`src/hw/rtl/pip_pkg.sv`:
```
package pip_pkg;

  // Default sizing
  localparam int MAX_VERTICES_DEF = 256;
  localparam int COORD_WIDTH_DEF  = 32;

  // Width of the count fields in a result
  localparam int CNT_W = 9;

  // Edge test pipeline depth, test enable to hit
  localparam int PIPE_LAT = 4;

  // Request op codes
  localparam logic [1:0] OP_CLEAR  = 2'd0;
  localparam logic [1:0] OP_APPEND = 2'd1;
  localparam logic [1:0] OP_QUERY  = 2'd2;

  // Status codes
  localparam logic ST_OK   = 1'b0;
  localparam logic ST_FULL = 1'b1;

  typedef struct packed {
    logic [1:0]         op;
    logic signed [31:0] x_coord;
    logic signed [31:0] y_coord;
  } in_req_t;

  typedef struct packed {
    logic             inside_res;
    logic [CNT_W-1:0] crossing_count;
    logic [CNT_W-1:0] vertex_count;
    logic             status;
  } out_res_t;

endpackage

```
`src/hw/rtl/pip_cell.sv`:
```
// One vertex slot of the rotating vertex chain
module pip_cell #(
  parameter int CW  = pip_pkg::COORD_WIDTH_DEF,
  parameter int AW  = 8,
  parameter int IDX = 0
) (
  input  logic                 clk,
  input  logic                 shift_en,
  input  logic                 wr_en,
  input  logic [AW-1:0]        wr_idx,
  input  logic signed [CW-1:0] wr_x,
  input  logic signed [CW-1:0] wr_y,
  input  logic signed [CW-1:0] nb_x,
  input  logic signed [CW-1:0] nb_y,
  output logic signed [CW-1:0] x_r,
  output logic signed [CW-1:0] y_r
);

  logic signed [CW-1:0] x_nxt;
  logic signed [CW-1:0] y_nxt;

  // Rotate from the neighbor during a walk, load on an addressed append
  always_comb begin
    x_nxt = x_r;
    y_nxt = y_r;
    if (shift_en) begin
      x_nxt = nb_x;
      y_nxt = nb_y;
    end else if (wr_en && (wr_idx == AW'(IDX))) begin
      x_nxt = wr_x;
      y_nxt = wr_y;
    end
  end

  always_ff @(posedge clk) begin
    x_r <= x_nxt;
    y_r <= y_nxt;
  end

endmodule

```
`config.mk`:
```
export PLATFORM = sky130hd
export DESIGN_NAME = pip_cell
export DESIGN_NICKNAME = d
export VERILOG_FILES = /design/src/hw/rtl/pip_pkg.sv /design/src/hw/rtl/pip_cell.sv
export SDC_FILE = /design/constraint.sdc
export NUM_CORES = 1
export LEC_CHECK = 0
export ABC_AREA = 1
export BUFFER_PORTS_ARGS = -buffer_cell sky130_fd_sc_hd__buf_2
export CAP_MARGIN = 10
export CORE_ASPECT_RATIO = 1.25
export CORE_MARGIN = 2
export CORE_UTILIZATION = 37
export CTS_CLUSTER_SIZE = 24
export DETAILED_ROUTE_END_ITERATION = 10
export PLACE_DENSITY = 0.77
export SLEW_MARGIN = 10
export SYNTH_ARGS = -nofsm -noshare
export SYNTH_HDL_FRONTEND = slang
export SYNTH_SLANG_ARGS = --single-unit
```
`constraint.sdc`:
```
create_clock -name clk -period 2.5 [get_ports clk]
set_input_delay 0.375 -clock clk [delete_from_list [all_inputs] [get_ports clk]]
set_output_delay 0.375 -clock clk [all_outputs]
set_load 0.005 [all_outputs]
```
# After elaboration in Yosys (flattened, before gate mapping)
# Cells that the tools add are included.
# word_totals
inputBits	139
output_inout_bits	64
word_cells	9
register_bits	64
# classes
n_reduce_logical	3
mux	4
# ops
cell	count
two-way mux 32 bit	4
logical NOT 8 bit	1
nonzero test 2 bit	1
logical AND 1 bit	1

# Depth between registers and ports, before layout
# Gate-level depths: netlist of run 1.
# depth
ltp_word	4
ltp_mapped	5
ltp_nobuf	5

# Worst setup path before layout of run 1
# No wires, ideal clock.
# synth_path
kind	input to register
startpoint	input wr_idx[7]
endpoint	register x_r[0], enable pin
required_time_ns	2.076
stages	5
n_path_buf	0
setup_slack_ns	0.076
t_arrival_ns	2.000
setup_ns	0.424
path_cell_list	nor2_1 -> nand2_1 -> nor2_1 -> nand2_1 -> nand2_1
# synth_between
elab_chain_cells	3
# synth_rtl
element	line	text
from (decl)	pip_cell.sv:10	input logic [AW-1:0] wr_idx,
logical NOT 8 bit	pip_cell.sv:29	end else if (wr_en && (wr_idx == AW'(IDX))) begin
logical AND 1 bit	pip_cell.sv:29	
nonzero test 2 bit (no source line)	n/a	
to (signal assigned)	pip_cell.sv:36	x_r <= x_nxt;
to (decl)	pip_cell.sv:15	output logic signed [CW-1:0] x_r,
# Every way passes these cells.
# A chain may end at the register's enable or synchronous reset.

# Final worst setup path of run 1
# layout_path
startpoint	input wr_idx[7]
endpoint	register y_r[27], enable pin
# layout_between
elab_chain_cells	3
# layout_rtl
element	line	text
logical NOT 8 bit	pip_cell.sv:29	
logical AND 1 bit	pip_cell.sv:29	
nonzero test 2 bit (no source line)	n/a	
to (signal assigned)	pip_cell.sv:37	y_r <= y_nxt;
to (decl)	pip_cell.sv:16	output logic signed [CW-1:0] y_r
# Every way passes these cells.

==> impl_metrics.env, run 1 <==
export IMPL_status="finished clean"
export IMPL_syn_to_final_growth_pct=41.6
export IMPL_synthMuxAreaShare=0
export IMPL_ys_seq_area_frac=0.675
export IMPL_wirelength_mm=7.21
export IMPL_whs_path_depth=3
export IMPL_pin_count=203
export IMPL_rows=35
export IMPL_rsz0062_at_grt="no"
export IMPL_whs_endpoint="y_r[12]"
export IMPL_die_area_um2=8410
export IMPL_tightestPinTransition_ns=0.626
export IMPL_syn_instance_count=282
export IMPL_fmax_mhz=765
export IMPL_finalSetupViolCount=0
export IMPL_synth_fp_nets=421
export IMPL_worstSetupStartpointType="input pin"
export IMPL_ir_worst_vdd_uv=377
export IMPL_p_leak_nw=2.12
export IMPL_drc=0
export IMPL_cts_buffer_depth=2
export IMPL_clkSlewWorstSetupHoldPaths_ns=0.07
export IMPL_drive_gt1_frac=0.449
export IMPL_io_buffers=202
export IMPL_overflow=0
export IMPL_required_ns=2.48
export IMPL_fin_util=0.544
export IMPL_synthAdderAreaFrac=0
export IMPL_worstSetupPathType="in2reg"
export IMPL_synth_seq_cells=64
export IMPL_die_h_um=102
export IMPL_syn_area_per_cell_um2=10.1
export IMPL_synthDistinctLibCells=10
export IMPL_cts_max_level=3
export IMPL_syn_area_um2=2850
export IMPL_drt_vias_per_instance=4.43
export IMPL_hold_viol=0
export IMPL_grt_max_degree=65
export IMPL_cts_repair_resized=0
export IMPL_grt_pass1_wl_mm=10.7
export IMPL_postCtsSetupRepairBufs=0
export IMPL_num_fill_cells=696
export IMPL_setup_slack_ns=1.19
export IMPL_ant_nets=0
export IMPL_drtIter0Drc=111
export IMPL_core_um2=7400
export IMPL_crit_fanout=32
export IMPL_die_x_um=82.4
export IMPL_worstHoldStart="wr_y[12]"
export IMPL_fin_nets=624
export IMPL_ys_warnings_count=0
export IMPL_worst_slew_margin_rel=0.583
export IMPL_drv_cap=0
export IMPL_gp_congestion=0.776
export IMPL_cts_num_sinks=64
export IMPL_post_place_ws_ns=0.837
export IMPL_cts_root_buf="clkbuf_8"
export IMPL_antenna_found_initial=0
export IMPL_drtPass1Iterations=4
export IMPL_start_util=0.384
export IMPL_fin_crit_ns=1.31
export IMPL_synth_compound_area_share=0
export IMPL_tritoncts="done"
export IMPL_synthXorXnorAreaFrac=0
export IMPL_drv_slew=0
export IMPL_layout_commonest_cell="buf_2"
export IMPL_arrival_ns=1.29
export IMPL_hpwl_mm=5.38
export IMPL_grt_pass1_vias=2472
export IMPL_wl_per_cell_um=12.4
export IMPL_grtUsageTotal=0.171
export IMPL_hold_class="in2reg"
export IMPL_diodes=0
export IMPL_cts_hold_buf=0
export IMPL_end_kind="flip-flop"
export IMPL_numCtsBuffers=9
export IMPL_yosys_area_share_simple=0.266
export IMPL_vias=2577
export IMPL_period_share=0.523
export IMPL_fin_setup_tns_ns=0
export IMPL_layout_common_cells="buf_2, nand2_1, edfxtp_1"
export IMPL_synth_top_family_by_area="simple AND/OR/NAND/NOR gates"
export IMPL_p_per_area_nw_per_um2=621
[flip-flops by register name, summed over array words and instances, names as in the netlist]
signal,count
x_r,32
y_r,32
[through the flow]
step / cells / hold slack (ns) / power, mW / cell area [um^2]
2_1_floorplan: 282 / 0.554 / 1.49 / 2850
4_1_cts: 582 / 0.280 / 2.54 / 4030
6_report: 582 / 0.301 / 2.50 / 4030
3_3_place_gp: 566 / 0.638 / 1.69 / 3850
3_5_place_dp: 566 / 0.643 / 1.71 / 3850
5_1_grt: 582 / 0.299 / 2.62 / 4030
[area by class of cell]
class / count / area [um^2] / share of cell area
clock inverters: 5 / 47.5 / 0.0118
well taps: 92 / 115 / 0.0286
repair buffers: 206 / 1040 / 0.258
multi-input cells: 201 / 759 / 0.189
flip-flops and latches: 64 / 1920 / 0.477
clock buffers: 11 / 131 / 0.0326
inverters: 3 / 11.3 / 0.00280
[logic make-up (layout without fill, tap and decap cells)]
| kind of cell | Yosys count | in the layout |
|---|---|---|
| and+or+nand+nor | 201 | 201 |
| DFF | 64 | 64 |
| buffers and inverters | 17 | 225 |
[cells in the mapped netlist, drive strengths merged]
master,instances,area [um^2]
and2,1,6.26
buf,11,114
clkbuf,3,41.3
edfxtp,64,1920
inv,3,11.3
nand2,196,736
nor2,4,15.0
[layer usage]
metal,GRT usage,share of wire
met2,0.313,0.53
met4,0.0910,0.021
met1,0.176,0.36
met5,0,0
met3,0.0415,0.086
[how the worst max path moves through the flow]
stage               endpoint  cells past startpoint       from
floorplan             x_r[0]                      5  wr_idx[7]
global placement     y_r[10]                      5   shift_en
detailed placement   y_r[10]                      5   shift_en
CTS                  y_r[10]                      5   shift_en
global route         y_r[10]                      5   shift_en
finish               y_r[27]                      7  wr_idx[7]
[worst max-delay path, cell delays in order]
cell     delay, ns
buf_2         0.09
nor2_1        0.12
nand2_1       0.08
nor2_1        0.09
nand2_1       0.07
nand2_2       0.06
buf_4         0.38
[report_power, final]
| group | total [mW] | internal, mW | switching (mW) |
|---|---|---|---|
| Clock | 0.822 | 0.451 | 0.371 |
| Sequential | 1.32 | 1.30 | 0.0232 |
| Combinational | 0.357 | 0.177 | 0.181 |
(Power assumes the default switching activity.)
==> run 2: changes to the inputs <==
--- a/config.mk
+++ b/config.mk
@@ -10,10 +10,10 @@
 export CAP_MARGIN = 10
 export CORE_ASPECT_RATIO = 1.25
 export CORE_MARGIN = 2
-export CORE_UTILIZATION = 37
+export CORE_UTILIZATION = 41
 export CTS_CLUSTER_SIZE = 24
 export DETAILED_ROUTE_END_ITERATION = 10
-export PLACE_DENSITY = 0.77
+export PLACE_DENSITY = 0.8
 export SLEW_MARGIN = 10
 export SYNTH_ARGS = -nofsm -noshare
 export SYNTH_HDL_FRONTEND = slang
==> constraint.sdc (replaced) <==
create_clock -name clk -period 1.3 [get_ports clk]
set_input_delay 0.195 -clock clk [delete_from_list [all_inputs] [get_ports clk]]
set_output_delay 0.195 -clock clk [all_outputs]
set_load 0.005 [all_outputs]
==> run 2 against run 1 <==
Core utilization is 7.7 points higher. Clock power is 110% higher. Sequential power is 92% higher. Sequential share of layout area is 1.2 points lower. Worst hold slack worse by 0.18 ns. Via count hardly changed. Critical path depth is 6 lower. First-iteration DRC count is 34% lower. Clock-buffer cell count is 1 lower.
==> impl_metrics.env, run 2 (same netlist as run 1, synthesis figures left out) <==
export IMPL_p_leak_nw=2.17
export IMPL_gp_congestion=0.782
export IMPL_drt_vias_per_instance=4.44
export IMPL_die_area_um2=7630
export IMPL_setup_slack_ns=0.252
export IMPL_cpPeakStageDelay_ns=0.38
export IMPL_period_share=0.806
export IMPL_vias=2578
export IMPL_numCtsBuffers=9
export IMPL_required_ns=1.11
export IMPL_path_buf_inv=1
export IMPL_fin_crit_ns=1.05
export IMPL_rsz0062_at_grt="no"
export IMPL_grt_pass1_wl_mm=10.7
export IMPL_grt_pass1_vias=2470
export IMPL_cts_num_sinks=64
export IMPL_grtUsageMet3=0.0623
export IMPL_layout_common_cells="buf_2, nand2_1, edfxtp_1"
export IMPL_crit_end="x_r[30]"
export IMPL_seq_power_share=0.508
export IMPL_top_regs="x_r: 32 flops, y_r: 32 flops"
export IMPL_cts_buffer_depth=2
export IMPL_p_per_area_nw_per_um2=1210
export IMPL_fmax_mhz=954
export IMPL_diodes=0
export IMPL_swShare=0.217
export IMPL_grtUsageTotal=0.184
export IMPL_post_place_ws_ns=0.00100
export IMPL_tightestPinTransition_ns=0.316
export IMPL_fin_nets=629
export IMPL_worstSetupPathType="reg2out"
export IMPL_finalSetupViolCount=0
export IMPL_wirelength_mm=6.95
export IMPL_num_fill_cells=576
export IMPL_path_delay_family="flip-flops"
export IMPL_arrival_ns=0.85
export IMPL_drtPass1Iterations=4
export IMPL_drv_slew=0
export IMPL_grt_busiest_layer="met2"
export IMPL_start_util=0.428
export IMPL_cts_hold_buf=0
export IMPL_ir_worst_vdd_uv=847
export IMPL_worst_slew_margin_rel=0.790
export IMPL_drtIter0Drc=73
export IMPL_hpwl_mm=5.38
export IMPL_hold_class="in2reg"
export IMPL_internal_power_mw=3.91
export IMPL_end_kind="output pin"
export IMPL_clock_power_share=0.348
export IMPL_grt_max_degree=34
export IMPL_use_met2=0.329
export IMPL_die_h_um=97.1
export IMPL_total_power_mw=5.00
export IMPL_crit_fanout=1
export IMPL_fin_util=0.621
export IMPL_use_met1=0.178
export IMPL_cts_root_buf="clkbuf_8"
export IMPL_core_um2=6650
export IMPL_rows=33
export IMPL_io_buffers=202
export IMPL_worstSetupStartpointType="flip-flop"
export IMPL_critical_path_cell_chain="buf_2"
export IMPL_drc=0
export IMPL_postCtsSetupRepairBufs=0
export IMPL_syn_to_final_growth_pct=45.2
export IMPL_cp_startpoint="x_r[30]"
export IMPL_pin_count=203
export IMPL_drv_cap=0
export IMPL_hold_viol=0
export IMPL_drive_gt1_frac=0.455
export IMPL_tritoncts="done"
export IMPL_status="finished clean"
export IMPL_clkSlewWorstSetupHoldPaths_ns=0.07
export IMPL_ant_nets=0
export IMPL_antenna_found_initial=0
export IMPL_wl_per_cell_um=12.0
export IMPL_die_x_um=78.5
export IMPL_comb_power_share=0.144
export IMPL_cts_max_level=3
export IMPL_cts_repair_resized=0
export IMPL_p_sw_mw=1.08
export IMPL_cp_depth=1
export IMPL_overflow=0
export IMPL_layout_commonest_cell="buf_2"
export IMPL_crit_slowest_cell="edfxtp_1"
export IMPL_fin_setup_tns_ns=0
## run 2: changes by cell type in the layout (fill, tap and decap cells not counted), sizes merged
cell    change
bufinv      +1
buf         +5
clkinv      -1
clkbuf      -1
## run 2: tightest hold or removal path, cell delays in order
cell	delay, ns
buf_2	0.07
nand2_1	0.04
nand2_1	0.04
## run 2: worst min path at each step
stage | cells after the start | from | endpoint
floorplan | 2 | wr_x[0] | x_r[0]
global placement | 3 | wr_y[1] | y_r[1]
detailed placement | 3 | wr_x[24] | x_r[24]
CTS | 3 | wr_x[1] | x_r[1]
global route | 3 | wr_y[7] | y_r[7]
finish | 3 | wr_x[1] | x_r[1]
## run 2: metal layers
metal | wire length, um | vias up
met5 | 0 | -
met4 | 158 | 0
met3 | 627 | 15
met2 | 3630 | 139
met1 | 2530 | 1109
li1 | - | 1315
## run 2: stage by stage
stage / cells / instance area, um^2 / hold WS (ns)
final: 581 / 4130 / 0.125
after global routing: 581 / 4130 / 0.112
after CTS: 581 / 4130 / 0.103
after detailed placement: 566 / 3930 / 0.464
after global placement: 566 / 3930 / 0.461
after floorplan: 282 / 2860 / 0.374
## run 2: power groups by stage
stage	registers [mW]	clock network, mW	logic, mW
3_3_place_gp	2.58	0	0.706
2_1_floorplan	2.62	0	0.255
5_1_grt	2.56	1.85	0.805
6_report	2.54	1.74	0.717
4_1_cts	2.54	1.79	0.728
3_5_place_dp	2.58	0	0.726
## run 2: final cells by class
type | instances | area, um^2 | share of cell area
clock buffers | 10 | 128 | 0.0309
multi-input cells | 201 | 773 | 0.187
well taps | 87 | 109 | 0.0263
inverters | 3 | 11.3 | 0.00273
clock inverters | 5 | 72.6 | 0.0176
repair buffers | 211 | 1120 | 0.270
flip-flops and latches | 64 | 1920 | 0.465
